## config.mk

```make
export PLATFORM = sky130hd
export DESIGN_NAME = audio_transport_position_control_unit
export DESIGN_NICKNAME = d
export VERILOG_FILES = /design/src/rtl/atpc_pkg.sv /design/src/rtl/audio_transport_position_control_unit.sv
export SDC_FILE = /design/constraint.sdc
export NUM_CORES = 1
export LEC_CHECK = 0
export BUFFER_PORTS_ARGS = -buffer_cell sky130_fd_sc_hd__buf_4
export CAP_MARGIN = 20
export CORE_ASPECT_RATIO = 0.9
export CORE_UTILIZATION = 56
export DETAILED_ROUTE_END_ITERATION = 10
export GPL_ROUTABILITY_DRIVEN = 0
export PLACE_DENSITY = 0.82
export SYNTH_ARGS = -nofsm -noshare
export SYNTH_HDL_FRONTEND = slang
export SYNTH_SLANG_ARGS = --single-unit
```

## constraint.sdc

```tcl
create_clock -name clk_i -period 10.65 [get_ports clk_i]
set_input_delay 2.13 -clock clk_i [delete_from_list [all_inputs] [get_ports clk_i]]
set_output_delay 2.13 -clock clk_i [all_outputs]
set_load 0.03 [all_outputs]
```

## src/rtl/atpc_pkg.sv

```systemverilog
`timescale 1ns / 1ps
`default_nettype none
// Shared types and constants of the sequencer transport control unit.
// No dependencies; used by audio_transport_position_control_unit.

package atpc_pkg;

  // Field widths
  localparam int unsigned CmdW   = 4;
  localparam int unsigned BlockW = 14;
  localparam int unsigned PosW   = 31;
  localparam int unsigned CfgIdxW = 2;

  // Stream packing (tdata padded to whole bytes)
  localparam int unsigned InDataW  = 48;  // block_frames + new_position = 45 bits
  localparam int unsigned OutDataW = 40;  // position + five flags = 36 bits

  // Configuration register indexes
  localparam logic [CfgIdxW-1:0] RegLoopStart  = 2'd0;
  localparam logic [CfgIdxW-1:0] RegSeqFrames  = 2'd1;
  localparam logic [CfgIdxW-1:0] RegLoopEnable = 2'd2;

  // Reset values of configuration registers
  localparam logic [PosW-1:0] LoopStartRst = 31'd0;
  localparam logic [PosW-1:0] SeqFramesRst = 31'd352800;

  // Saturation point of the frame position
  localparam logic [PosW-1:0] PosMax = {PosW{1'b1}};

  // Transport commands
  typedef enum logic [CmdW-1:0] {
    CmdTick      = 4'd0,
    CmdPlay      = 4'd1,
    CmdStop      = 4'd2,
    CmdRecord    = 4'd3,
    CmdRewind    = 4'd4,
    CmdNotesOff  = 4'd5,
    CmdResetRec  = 4'd6,
    CmdSetPos    = 4'd7,
    CmdMidiStart = 4'd8
  } cmd_e;

  // Result item, packed highest field first
  typedef struct packed {
    logic            change_notify;
    logic            notes_off_pulse;
    logic            stop_record_pending;
    logic            is_recording;
    logic            is_playing;
    logic [PosW-1:0] position;
  } result_t;

endpackage

`default_nettype wire

```

## src/rtl/audio_transport_position_control_unit.sv

```systemverilog
`timescale 1ns / 1ps
`default_nettype none
// Top level of the sequencer transport control unit: command decode, transport
// state and frame position counter. Depends on atpc_pkg.

// The unit takes one command transaction per clock cycle unless s_axis_tready is
// low, and returns exactly one result transaction for each, registered in the
// cycle after acceptance. All decoding, the saturating position add and the
// end-of-sequence compare sit between the command handshake and a single result
// register; s_axis_tready drops only while that register holds a result the
// downstream side has not taken. Configuration writes take effect at the next
// clock edge and should be made while no command is in flight.
module audio_transport_position_control_unit #(
  parameter int unsigned MAX_BLOCK = 8192
) (
  input  wire logic                           clk_i,
  input  wire logic                           rst_ni,
  // Configuration write port
  input  wire logic                           cfg_we_i,
  input  wire logic [atpc_pkg::CfgIdxW-1:0]   cfg_idx_i,
  input  wire logic [atpc_pkg::PosW-1:0]      cfg_wdata_i,
  // Command stream
  input  wire logic                           s_axis_tvalid,
  output      logic                           s_axis_tready,
  // tdata: block_frames[13:0], new_position[44:14], zero pad[47:45]
  input  wire logic [atpc_pkg::InDataW-1:0]   s_axis_tdata,
  // tuser: cmd[3:0]
  input  wire logic [atpc_pkg::CmdW-1:0]      s_axis_tuser,
  // Result stream
  output      logic                           m_axis_tvalid,
  input  wire logic                           m_axis_tready,
  // tdata: position[30:0], is_playing[31], is_recording[32],
  //        stop_record_pending[33], notes_off_pulse[34], change_notify[35], zero[39:36]
  output      logic [atpc_pkg::OutDataW-1:0]  m_axis_tdata
);

  localparam int unsigned PosW    = atpc_pkg::PosW;
  localparam int unsigned BlockW  = atpc_pkg::BlockW;
  localparam int unsigned ClampW  = $clog2(MAX_BLOCK + 1);
  localparam int unsigned BlkExtW = (ClampW > BlockW) ? ClampW : BlockW;
  localparam int unsigned SumW    = PosW + 1;
  localparam int unsigned ResW    = $bits(atpc_pkg::result_t);

  localparam logic [BlkExtW-1:0] MaxBlk = BlkExtW'(MAX_BLOCK);

  // Configuration registers
  logic [PosW-1:0] loop_start_q;
  logic [PosW-1:0] seq_frames_q;
  logic            loop_en_q;

  // Transport state
  logic [PosW-1:0] pos_q, pos_d;
  logic            play_q, play_d;
  logic            rec_q, rec_d;
  logic            stop_rec_q, stop_rec_d;
  logic            rewind_q, rewind_d;
  logic            notes_off_q, notes_off_d;

  // Result register
  logic                 out_vld_q;
  atpc_pkg::result_t    out_q, out_d;

  // Command fields
  atpc_pkg::cmd_e       cmd;
  logic [BlockW-1:0]    block_frames;
  logic [PosW-1:0]      new_position;
  logic                 accept;

  // Tick arithmetic
  logic [BlkExtW-1:0]   blk_ext;
  logic [BlkExtW-1:0]   blk_clamped;
  logic [SumW-1:0]      pos_sum;
  logic [PosW-1:0]      pos_sat;

  logic note;
  logic pulse;

  assign cmd          = atpc_pkg::cmd_e'(s_axis_tuser);
  assign block_frames = s_axis_tdata[BlockW-1:0];
  assign new_position = s_axis_tdata[BlockW+PosW-1:BlockW];

  assign s_axis_tready = !out_vld_q || m_axis_tready;
  assign accept        = s_axis_tvalid && s_axis_tready;

  // Clamp the block size, then saturating position add
  assign blk_ext     = BlkExtW'(block_frames);
  assign blk_clamped = (blk_ext > MaxBlk) ? MaxBlk : blk_ext;
  assign pos_sum     = SumW'(pos_q) + SumW'(blk_clamped);
  assign pos_sat     = pos_sum[SumW-1] ? atpc_pkg::PosMax : pos_sum[PosW-1:0];

  // Command decode and next transport state
  always_comb begin
    pos_d       = pos_q;
    play_d      = play_q;
    rec_d       = rec_q;
    stop_rec_d  = stop_rec_q;
    rewind_d    = rewind_q;
    notes_off_d = notes_off_q;
    note        = 1'b0;
    pulse       = 1'b0;

    unique case (cmd) inside
      atpc_pkg::CmdTick: begin
        if (play_q) begin
          note  = (pos_q == loop_start_q);
          pos_d = pos_sat;
          if (pos_sat >= seq_frames_q) begin
            if (loop_en_q) begin
              pos_d = loop_start_q;
            end else begin
              play_d = 1'b0;
              note   = 1'b1;
            end
          end
        end
        pulse       = notes_off_q;
        notes_off_d = 1'b0;
        // deferred rewind lands on the tick
        if (rewind_q) begin
          pos_d    = loop_start_q;
          rewind_d = 1'b0;
        end
      end
      atpc_pkg::CmdPlay: begin
        play_d = 1'b1;
        note   = !play_q;
      end
      atpc_pkg::CmdStop: begin
        if (play_q) begin
          notes_off_d = 1'b1;
          play_d      = 1'b0;
          if (rec_q) begin
            stop_rec_d = 1'b1;
          end else begin
            note = 1'b1;
          end
        end
      end
      atpc_pkg::CmdRecord: begin
        if (play_q) begin
          if (rec_q) begin
            stop_rec_d = 1'b1;
          end
        end else begin
          rec_d      = !rec_q;
          stop_rec_d = 1'b0;
        end
      end
      atpc_pkg::CmdRewind, atpc_pkg::CmdMidiStart: begin
        if (play_q) begin
          // rewind waits for the next tick
          if (rec_q) begin
            stop_rec_d = 1'b1;
          end
          notes_off_d = 1'b1;
          rewind_d    = 1'b1;
        end else begin
          pos_d    = loop_start_q;
          rewind_d = 1'b0;
          note     = 1'b1;
          if (cmd == atpc_pkg::CmdMidiStart) begin
            play_d = 1'b1;
          end
        end
      end
      atpc_pkg::CmdNotesOff: begin
        notes_off_d = 1'b1;
      end
      atpc_pkg::CmdResetRec: begin
        stop_rec_d = 1'b0;
        rec_d      = 1'b0;
      end
      atpc_pkg::CmdSetPos: begin
        pos_d = new_position;
        if (play_q) begin
          notes_off_d = 1'b1;
        end
        note = 1'b1;
      end
      default: begin
        // unknown command: state holds, no notice
      end
    endcase

    out_d.position            = pos_d;
    out_d.is_playing          = play_d;
    out_d.is_recording        = rec_d;
    out_d.stop_record_pending = stop_rec_d;
    out_d.notes_off_pulse     = pulse;
    out_d.change_notify       = note;
  end

  // Configuration registers
  always_ff @(posedge clk_i or negedge rst_ni) begin
    if (!rst_ni) begin
      loop_start_q <= atpc_pkg::LoopStartRst;
      seq_frames_q <= atpc_pkg::SeqFramesRst;
      loop_en_q    <= 1'b1;
    end else if (cfg_we_i) begin
      unique case (cfg_idx_i)
        atpc_pkg::RegLoopStart:  loop_start_q <= cfg_wdata_i;
        atpc_pkg::RegSeqFrames:  seq_frames_q <= cfg_wdata_i;
        atpc_pkg::RegLoopEnable: loop_en_q    <= cfg_wdata_i[0];
        default: begin
          // writes beyond the register list are dropped
        end
      endcase
    end
  end

  // Transport state, updated on each accepted transaction
  always_ff @(posedge clk_i or negedge rst_ni) begin
    if (!rst_ni) begin
      pos_q       <= '0;
      play_q      <= 1'b0;
      rec_q       <= 1'b0;
      stop_rec_q  <= 1'b0;
      rewind_q    <= 1'b0;
      notes_off_q <= 1'b0;
    end else if (accept) begin
      pos_q       <= pos_d;
      play_q      <= play_d;
      rec_q       <= rec_d;
      stop_rec_q  <= stop_rec_d;
      rewind_q    <= rewind_d;
      notes_off_q <= notes_off_d;
    end
  end

  // Result valid
  always_ff @(posedge clk_i or negedge rst_ni) begin
    if (!rst_ni) begin
      out_vld_q <= 1'b0;
    end else if (accept) begin
      out_vld_q <= 1'b1;
    end else if (m_axis_tready) begin
      out_vld_q <= 1'b0;
    end
  end

  // Result payload
  always_ff @(posedge clk_i) begin
    if (accept) begin
      out_q <= out_d;
    end
  end

  assign m_axis_tvalid = out_vld_q;
  assign m_axis_tdata  = {{(atpc_pkg::OutDataW - ResW){1'b0}}, out_q};

  // Assertions
  a_stall_only_when_full: assert property (@(posedge clk_i) disable iff (!rst_ni)
    !s_axis_tready |-> out_vld_q)
    else $error("command side stalled with an empty result register");

  a_pulse_only_on_tick: assert property (@(posedge clk_i) disable iff (!rst_ni)
    (accept && cmd != atpc_pkg::CmdTick) |=> !out_q.notes_off_pulse)
    else $error("notes-off pulse reported for a non-tick command");

  a_pos_matches_state: assert property (@(posedge clk_i) disable iff (!rst_ni)
    out_vld_q |-> (out_q.position == pos_q))
    else $error("reported position differs from the position register");

  a_play_matches_state: assert property (@(posedge clk_i) disable iff (!rst_ni)
    out_vld_q |-> (out_q.is_playing == play_q && out_q.is_recording == rec_q))
    else $error("reported transport flags differ from the state registers");

endmodule

`default_nettype wire
```

## Word-level counts from Yosys, hierarchy flattened

Cells that the tools add are included.

| word-level totals | value |
|---|---|
| register bits | 136 |
| bits of input ports | 90 |
| output and inout bits | 42 |
| word-level logic and storage cells | 82 |

| operators by class | value |
|---|---|
| add/sub/neg operators | 1 |
| order comparisons | 2 |
| equality and inequality tests | 12 |
| multiplexer cells | 33 |
| reduce and logical (&&, ||, !) cells | 18 |

Operators with widths:

| cell | number |
|---|---|
| 31-bit 2-to-1 mux | 6 |
| 31-bit one-hot mux with 3 select lines | 1 |
| 31-bit by 14-bit adder with 32-bit output | 1 |
| 31-bit == test | 1 |
| 31-bit >= comparator | 1 |
| 1-bit 2-to-1 mux | 19 |
| 4-bit by 3-bit == test with 1-bit output, second input constant | 4 |
| 14-bit > comparator, second input constant | 1 |
| 14-bit 2-to-1 mux | 1 |
| 4-bit by 2-bit == test with 1-bit output, second input constant | 2 |
| 2-bit AND reduction | 4 |
| 1-bit one-hot mux with 3 select lines | 2 |
| 1-bit one-hot mux with 5 select lines | 1 |
| 4-bit by 1-bit == test with 1-bit output, second input constant | 1 |
| 4-bit == test, second input constant | 1 |
| 4-bit zero test | 1 |
| 1-bit one-hot mux with 2 select lines | 2 |
| 1-bit one-hot mux with 4 select lines | 1 |
| 2-bit nonzero test | 2 |
| 4-bit OR reduction | 1 |
| 1-bit zero test | 3 |
| 3-bit AND reduction | 1 |
| 3-bit nonzero test | 1 |
| 3-bit OR reduction | 1 |
| other kinds (7) | 7 |

## Depth between registers and ports, before layout

| logic depth | value |
|---|---|
| word-level depth | 9 |
| depth in mapped cells | 24 |
| depth with buffers taken out | 20 |

## Worst setup path before layout

No wires, ideal clock.

| timing path | value |
|---|---|
| kind | input -> register |
| start | in s_axis_tdata[6] in the netlist's numbering |
| end | reg out_q, in the netlist m_axis_tdata[13], data pin |
| library setup time | 254 ps |
| arrival time | 6461 ps |
| setup slack | 3935 ps |
| stages on the path | 22 |
| path through | nor4_1 a41oi_1 nor2b_1 ha_1 o211ai_2 a21oi_1 o41a_1 a41o_1 buf_2 a41oi_1 o21ai_0 ha_1 and4_1 and4bb_4 a221oi_2 o211ai_2 o21a_1 buf_6 buf_6 nor4_2 nor3_1 a21o_1 |

| on the way | value |
|---|---|
| longest elaborated chain between the ends | 9 |
| elaborated cells between the ends (all ways) | 10 |
| those cells by class | add/sub (1); order compare (2); mux (7) |

RTL lines:

| element | RTL line | source |
|---|---|---|
| start: declaration | audio_transport_position_control_unit.sv:26 | `input wire logic [atpc_pkg::InDataW-1:0] s_axis_tdata,` |
| 14-bit > comparator | audio_transport_position_control_unit.sv:87 | `assign blk_clamped = (blk_ext > MaxBlk) ? MaxBlk : blk_ext;` |
| 14-bit 2-to-1 mux (*) | audio_transport_position_control_unit.sv:87 |  |
| 31-bit by 14-bit adder with 32-bit output (*) | audio_transport_position_control_unit.sv:88 | `assign pos_sum = SumW'(pos_q) + SumW'(blk_clamped);` |
| 31-bit 2-to-1 mux (*) | audio_transport_position_control_unit.sv:89 | `assign pos_sat = pos_sum[SumW-1] ? atpc_pkg::PosMax : pos_sum[PosW-1:0];` |
| 31-bit >= comparator / 31-bit 2-to-1 mux (equally long branches) | audio_transport_position_control_unit.sv:107, audio_transport_position_control_unit.sv:108 |  |
| 31-bit 2-to-1 mux (*) | audio_transport_position_control_unit.sv:107 | `if (pos_sat >= seq_frames_q) begin` |
| 31-bit 2-to-1 mux (*) | audio_transport_position_control_unit.sv:104 | `if (play_q) begin` |
| 31-bit 2-to-1 mux (*) | audio_transport_position_control_unit.sv:119 | `if (rewind_q) begin` |
| 31-bit one-hot mux with 3 select lines (*) | audio_transport_position_control_unit.sv:102 | `unique case (cmd) inside` |
| named net pos_d[13] | audio_transport_position_control_unit.sv:52 | `logic [PosW-1:0] pos_q, pos_d;` |
| end signal: assignment | audio_transport_position_control_unit.sv:244 | `out_q <= out_d;` |
| end: declaration | audio_transport_position_control_unit.sv:61 | `atpc_pkg::result_t out_q, out_d;` |

Mark *: on every way through the listed nets, which the timed path passes. The rest lies on a longest branch.
A chain may end at the register's enable or synchronous reset.

## Worst setup path after layout

| timing path | value |
|---|---|
| start | in s_axis_tdata[13] in the netlist's numbering |
| end | reg out_q, in the netlist m_axis_tdata[2], data pin |

The elaborated chain is that of the path after synthesis.

==> flow_results.org <==
** Detailed routing
- After detailed routing, the number of vias per cell comes to 6.57.
- TritonRoute pass-1 iters :: 7
- For this block, the routed nets add up to 28900 µm of wire.
- In the routed design, unresolved DRC markers number 0.
- Starting DRC count in detailed routing :: around 1200
- Post-DR wirelength/cell :: approximately 21 µm
- Number of vias in the routed layout :: 9112
- The count of nets left with antenna violations once routing finished came out at 0.

** Worst setup path
- Type of the worst setup path :: in2reg
- STA classifies the critical path startpoint as an input pin.
- Largest driver fanout on the critical path :: 17
- For the worst setup path, the data required time is 10.95 ns.
- Critical Path Most Common Cell :: sky130_fd_sc_hd__ha_1
- Traced cell by cell, the critical path runs through buf_4 > nor2b_1 > ha_1 > inv_1 > fa_1 > nand2b_1 > a21oi_1 > o41a_1 > a41o_1 > a41oi_1 > o21ai_0 > ha_1 > and4_1 > and4bb_4 > a221oi_2 > o211ai_2 > a211oi_2 > o221ai_1 > o211ai_1 > o21a_1.
- Endpoint of the most critical setup path :: m_axis_tdata[2]
- Measured in cells, the most critical reg-to-reg path has a length of 18.
- The slowest stage of the critical path belongs to the cell sky130_fd_sc_hd__a211oi_2.
- The kind of cell with the highest combined delay along the critical path is compound AO/OA/AOI/OAI gates.
- Data arrival time of the critical path :: 8.11 ns
- In this run the register-to-register setup slack is 4.36 ns.
- In this run the critical register-to-register path is captured at m_axis_tdata[2].
- Together, buffers and inverters on the worst path number 2.
- In this run the worst setup path begins at s_axis_tdata[13].
- In this run the critical register-to-register path is launched from pos_q[0].
- Delay contributed by the slowest stage of the critical path :: between 1 and 1.5 ns
- STA classifies the critical path endpoint as a register.
- CP Depth :: 20

** CTS
- The longest clock path from root to sink contains 2 buffers.
- The later pin in the worst-skew pair is clocked with a latency of ~0.44 ns.
- Post-CTS timing repair inserted 0 buffers for setup.
- In this run, CTS created clock tree buffers numbering 17.
- Clock-pin slew was measured on the worst setup and hold paths at 0.06 ns.
- The H-tree was split into 4 levels.
- # hold bufs at CTS :: 0
- Cts repair resizes :: 0
- CTS saw 136 sinks.
- CTS placed an instance of sky130_fd_sc_hd__clkbuf_16 at the clock tree root.
- TritonCTS clock tree :: yes

** Pwr
- Summing internal, switching and leakage power gives 2.33 mW.
- Total leakage power :: a little under 5 nW
- Power spread over the standard cell area amounts to 205 mW/mm².
- IR drop worst, VDD :: 0.137 mV

** Synthesis
- The synthesized netlist devotes 20.9% of its cell area to compound gates.
- Area of the mapped netlist :: 0.00980 mm²
- After synthesis, the largest area contributor takes up 23.7% of total cell area.
- After Yosys synthesis, XOR and XNOR cells account for 4.47% of the synthesized area.
- Unique cell type count in the Yosys netlist :: 83
- By area, the combinational part of the netlist is dominated by compound AO/OA/AOI/OAI gates.
- Syn. warnings :: 0
- Sequential cells were found to cover 36.6% of the synthesized design area.
- After Yosys synthesis, full adders, half adders and majority gates account for under 10% of the synthesized area.
- Proportion of synthesized area in mux cells :: 11.1%
- Post-synthesis average cell area :: 9.28 µm²
- The most used flip-flop cell after synthesis is sky130_fd_sc_hd__dfrtp_1.
- Synthesized instance count :: between 1000 and 1500
- Summing the areas of all and, or, nand and nor instances in the mapped netlist gives 15.5% of the synthesized area.
- By count the netlist is led by 93 x sky130_fd_sc_hd__dfrtp_1, 93 x sky130_fd_sc_hd__nand2_1, 80 x sky130_fd_sc_hd__mux2_2, 75 x sky130_fd_sc_hd__nor2_1, 70 x sky130_fd_sc_hd__a21oi_1.
- By area the synthesized netlist is led by sky130_fd_sc_hd__dfrtp_1 24%, sky130_fd_sc_hd__edfxtp_1 11%, sky130_fd_sc_hd__mux2_2 9.2%.
- Library cell occupying the most area in the post-synthesis netlist :: sky130_fd_sc_hd__dfrtp_1
- Yosys reg bits :: about 140
- For this run, asynchronously set or reset flops after synthesis account for 73.5%.
- Count of flip-flops with a built-in enable after synthesis :: 36

** STA
- The final count of hold timing violations was 0.
- Worst max-slew margin expressed relative to the limit :: 16.5%
- The final count of pins violating max slew is 0.
- Setup skew after layout :: just over 0.009 ns
- Final hold analysis gives a worst-case slack of 0.504 ns.
- In the final timing run, aggregate negative setup slack is 0 ns.
- The final critical path takes up 73.3% of the cycle.
- Endpoints failing setup :: 0
- Final period demand of the worst path :: just under 8 ns
- Timing-limited maximum frequency :: 128 MHz
- For the pin with the worst max-slew slack, the measured transition is 1.25 ns.
- RSZ-0062 raised after global routing :: false

** Cells and area
- 0 antenna diodes ended up in the layout.
- Synthesis-to-finish area growth :: 15.8%
- Once layout is complete, the cells apart from fillers number roughly 1400.
- Area of all placed cells without fillers :: 0.0113 mm²
- Fill cells in the final layout number 1391.
- Nets@finish :: 1274
- Of the cells placed in the final design, the portion with a size suffix greater than 1 is 23.9%.
- Sequential cell area :: between 0.003 and 0.004 mm²
- Area of combinational cells with multiple inputs :: approximately 0.0057 mm²

** Global route
- The initial antenna violation count is 0.
- Maximum number of pins on one net before global-route repair :: 62
- The total overflow left after global routing is 0.
- Vias in the first global route :: 8279
- The first global-routing pass estimated between 40000 and 50000 µm of wire.
- Across every metal layer, demand over resource in global routing totals 33.0%.

** Floorplanning
- Die extent in x :: around 140 µm
- Die ar. :: 0.0180 mm²
- For this configuration, the core starts out at a cell density of 57.6%.
- The die is 128 µm tall.
- I/O pin cnt :: 132
- Total core area :: 0.0170 mm²
- Row generation in the floorplan step produced 45 rows.

** Hold path
- Path category of the worst min-delay check :: reg2reg
- The worst hold path begins at seq_frames_q[6].

** Place
- HPWL after detailed placement :: 20800 µm
- Port bufs :: roughly 120
- The number of placed instances, taps included, is between 1000 and 1500.
- Instance area after placement :: 0.0108 mm²

** Outcome
- The flow ran to the end, and the final reports show no timing, DRC or antenna violations.

** Flow run
- Max-capacitance violation count :: 0
[area by class of cell]
class,instances,share of cell area (%)
sequential,136,31.7
tap,235,2.59
timing repair buffer,136,9.17
multi-input combinational,800,50.2
clock inverter,8,0.650
clock buffer,24,4.16
inverter,47,1.55
[how the worst min path moves through the flow]
stage | end | slack (ns) | cells past startpoint
global route | seq_frames_q[12] | 0.52 | 1
finish | seq_frames_q[6] | 0.50 | 1
CTS | seq_frames_q[6] | 0.51 | 1
detailed placement | seq_frames_q[6] | 0.49 | 1
global placement | seq_frames_q[30] | 0.49 | 1
floorplan | seq_frames_q[30] | 0.48 | 1
[report_power, final]
part,internal (mW),switching (mW)
clock,0.332,0.223
combinational,0.398,0.555
sequential,0.651,0.172
total,1.38,0.950
[sequential cells by signal (all words and copies together) (netlist names)]
| register | flops |
|---|---|
| m_axis_tdata | 36 |
| loop_start_q | 31 |
| pos_q | 31 |
| seq_frames_q | 31 |
| loop_en_q | 1 |
| m_axis_tvalid | 1 |
| notes_off_q | 1 |
| play_q | 1 |
| rec_q | 1 |
| rewind_q | 1 |
| stop_rec_q | 1 |
[cell families (layout without fill, tap and decap cells)]
group | Yosys count | count (layout)
xor gates and xnor gates | 50 | 50
adders and majority gates | 46 | 46
DFF | 136 | 136
buffers and inverters | 123 | 215
muxes | 99 | 99
other | 1 | 4
AOI/OAI and AO/OA | 294 | 294
and+or+nand+nor | 307 | 307
[metrics by stage]
step / setup WS [ns] / util (%)
floorplan: 3.94 / -
CTS: 2.97 / 66.6
global placement: 2.64 / 63.4
detailed placement: 2.57 / 63.4
global route: 2.65 / 66.7
finish: 2.84 / 66.7
[routing by layer]
layer	GRT usage [%]	wire length [µm]	vias to the layer above	part of all wire [%]
li1	-	-	4079	-
met1	46.4	11900	4285	41
met2	46.7	12000	661	42
met3	10.0	4020	87	14
met4	14.7	966	0	3.3
met5	0	0	-	0
[layout by cell type, fill, tap and decap left out, drive strengths merged, types with 6 or more instances in the layout]
cell type,synthesis,final
o211ai,14,14
nor3,16,16
and3,8,8
o21a,20,20
o221ai,14,14
o31ai,6,6
a31oi,9,9
nor2b,14,14
xnor2,31,31
a41oi,7,7
xor2,19,19
mux2i,19,19
and2,10,10
mux2,80,80
o21ai,58,58
dfrtp,93,93
nor4,13,13
dfstp,7,7
nand4,23,23
nand3,15,15
and4,6,6
edfxtp,36,36
nand2,93,93
or2,6,6
o22a,13,13
a211oi,8,8
inv,46,48
a221oi,19,19
clkbuf,48,24
buf,28,136
a21oi,71,71
ha,45,45
nor2,75,75
a21o,9,9
nand2b,11,11
Power figures use the tool's default switching activity.
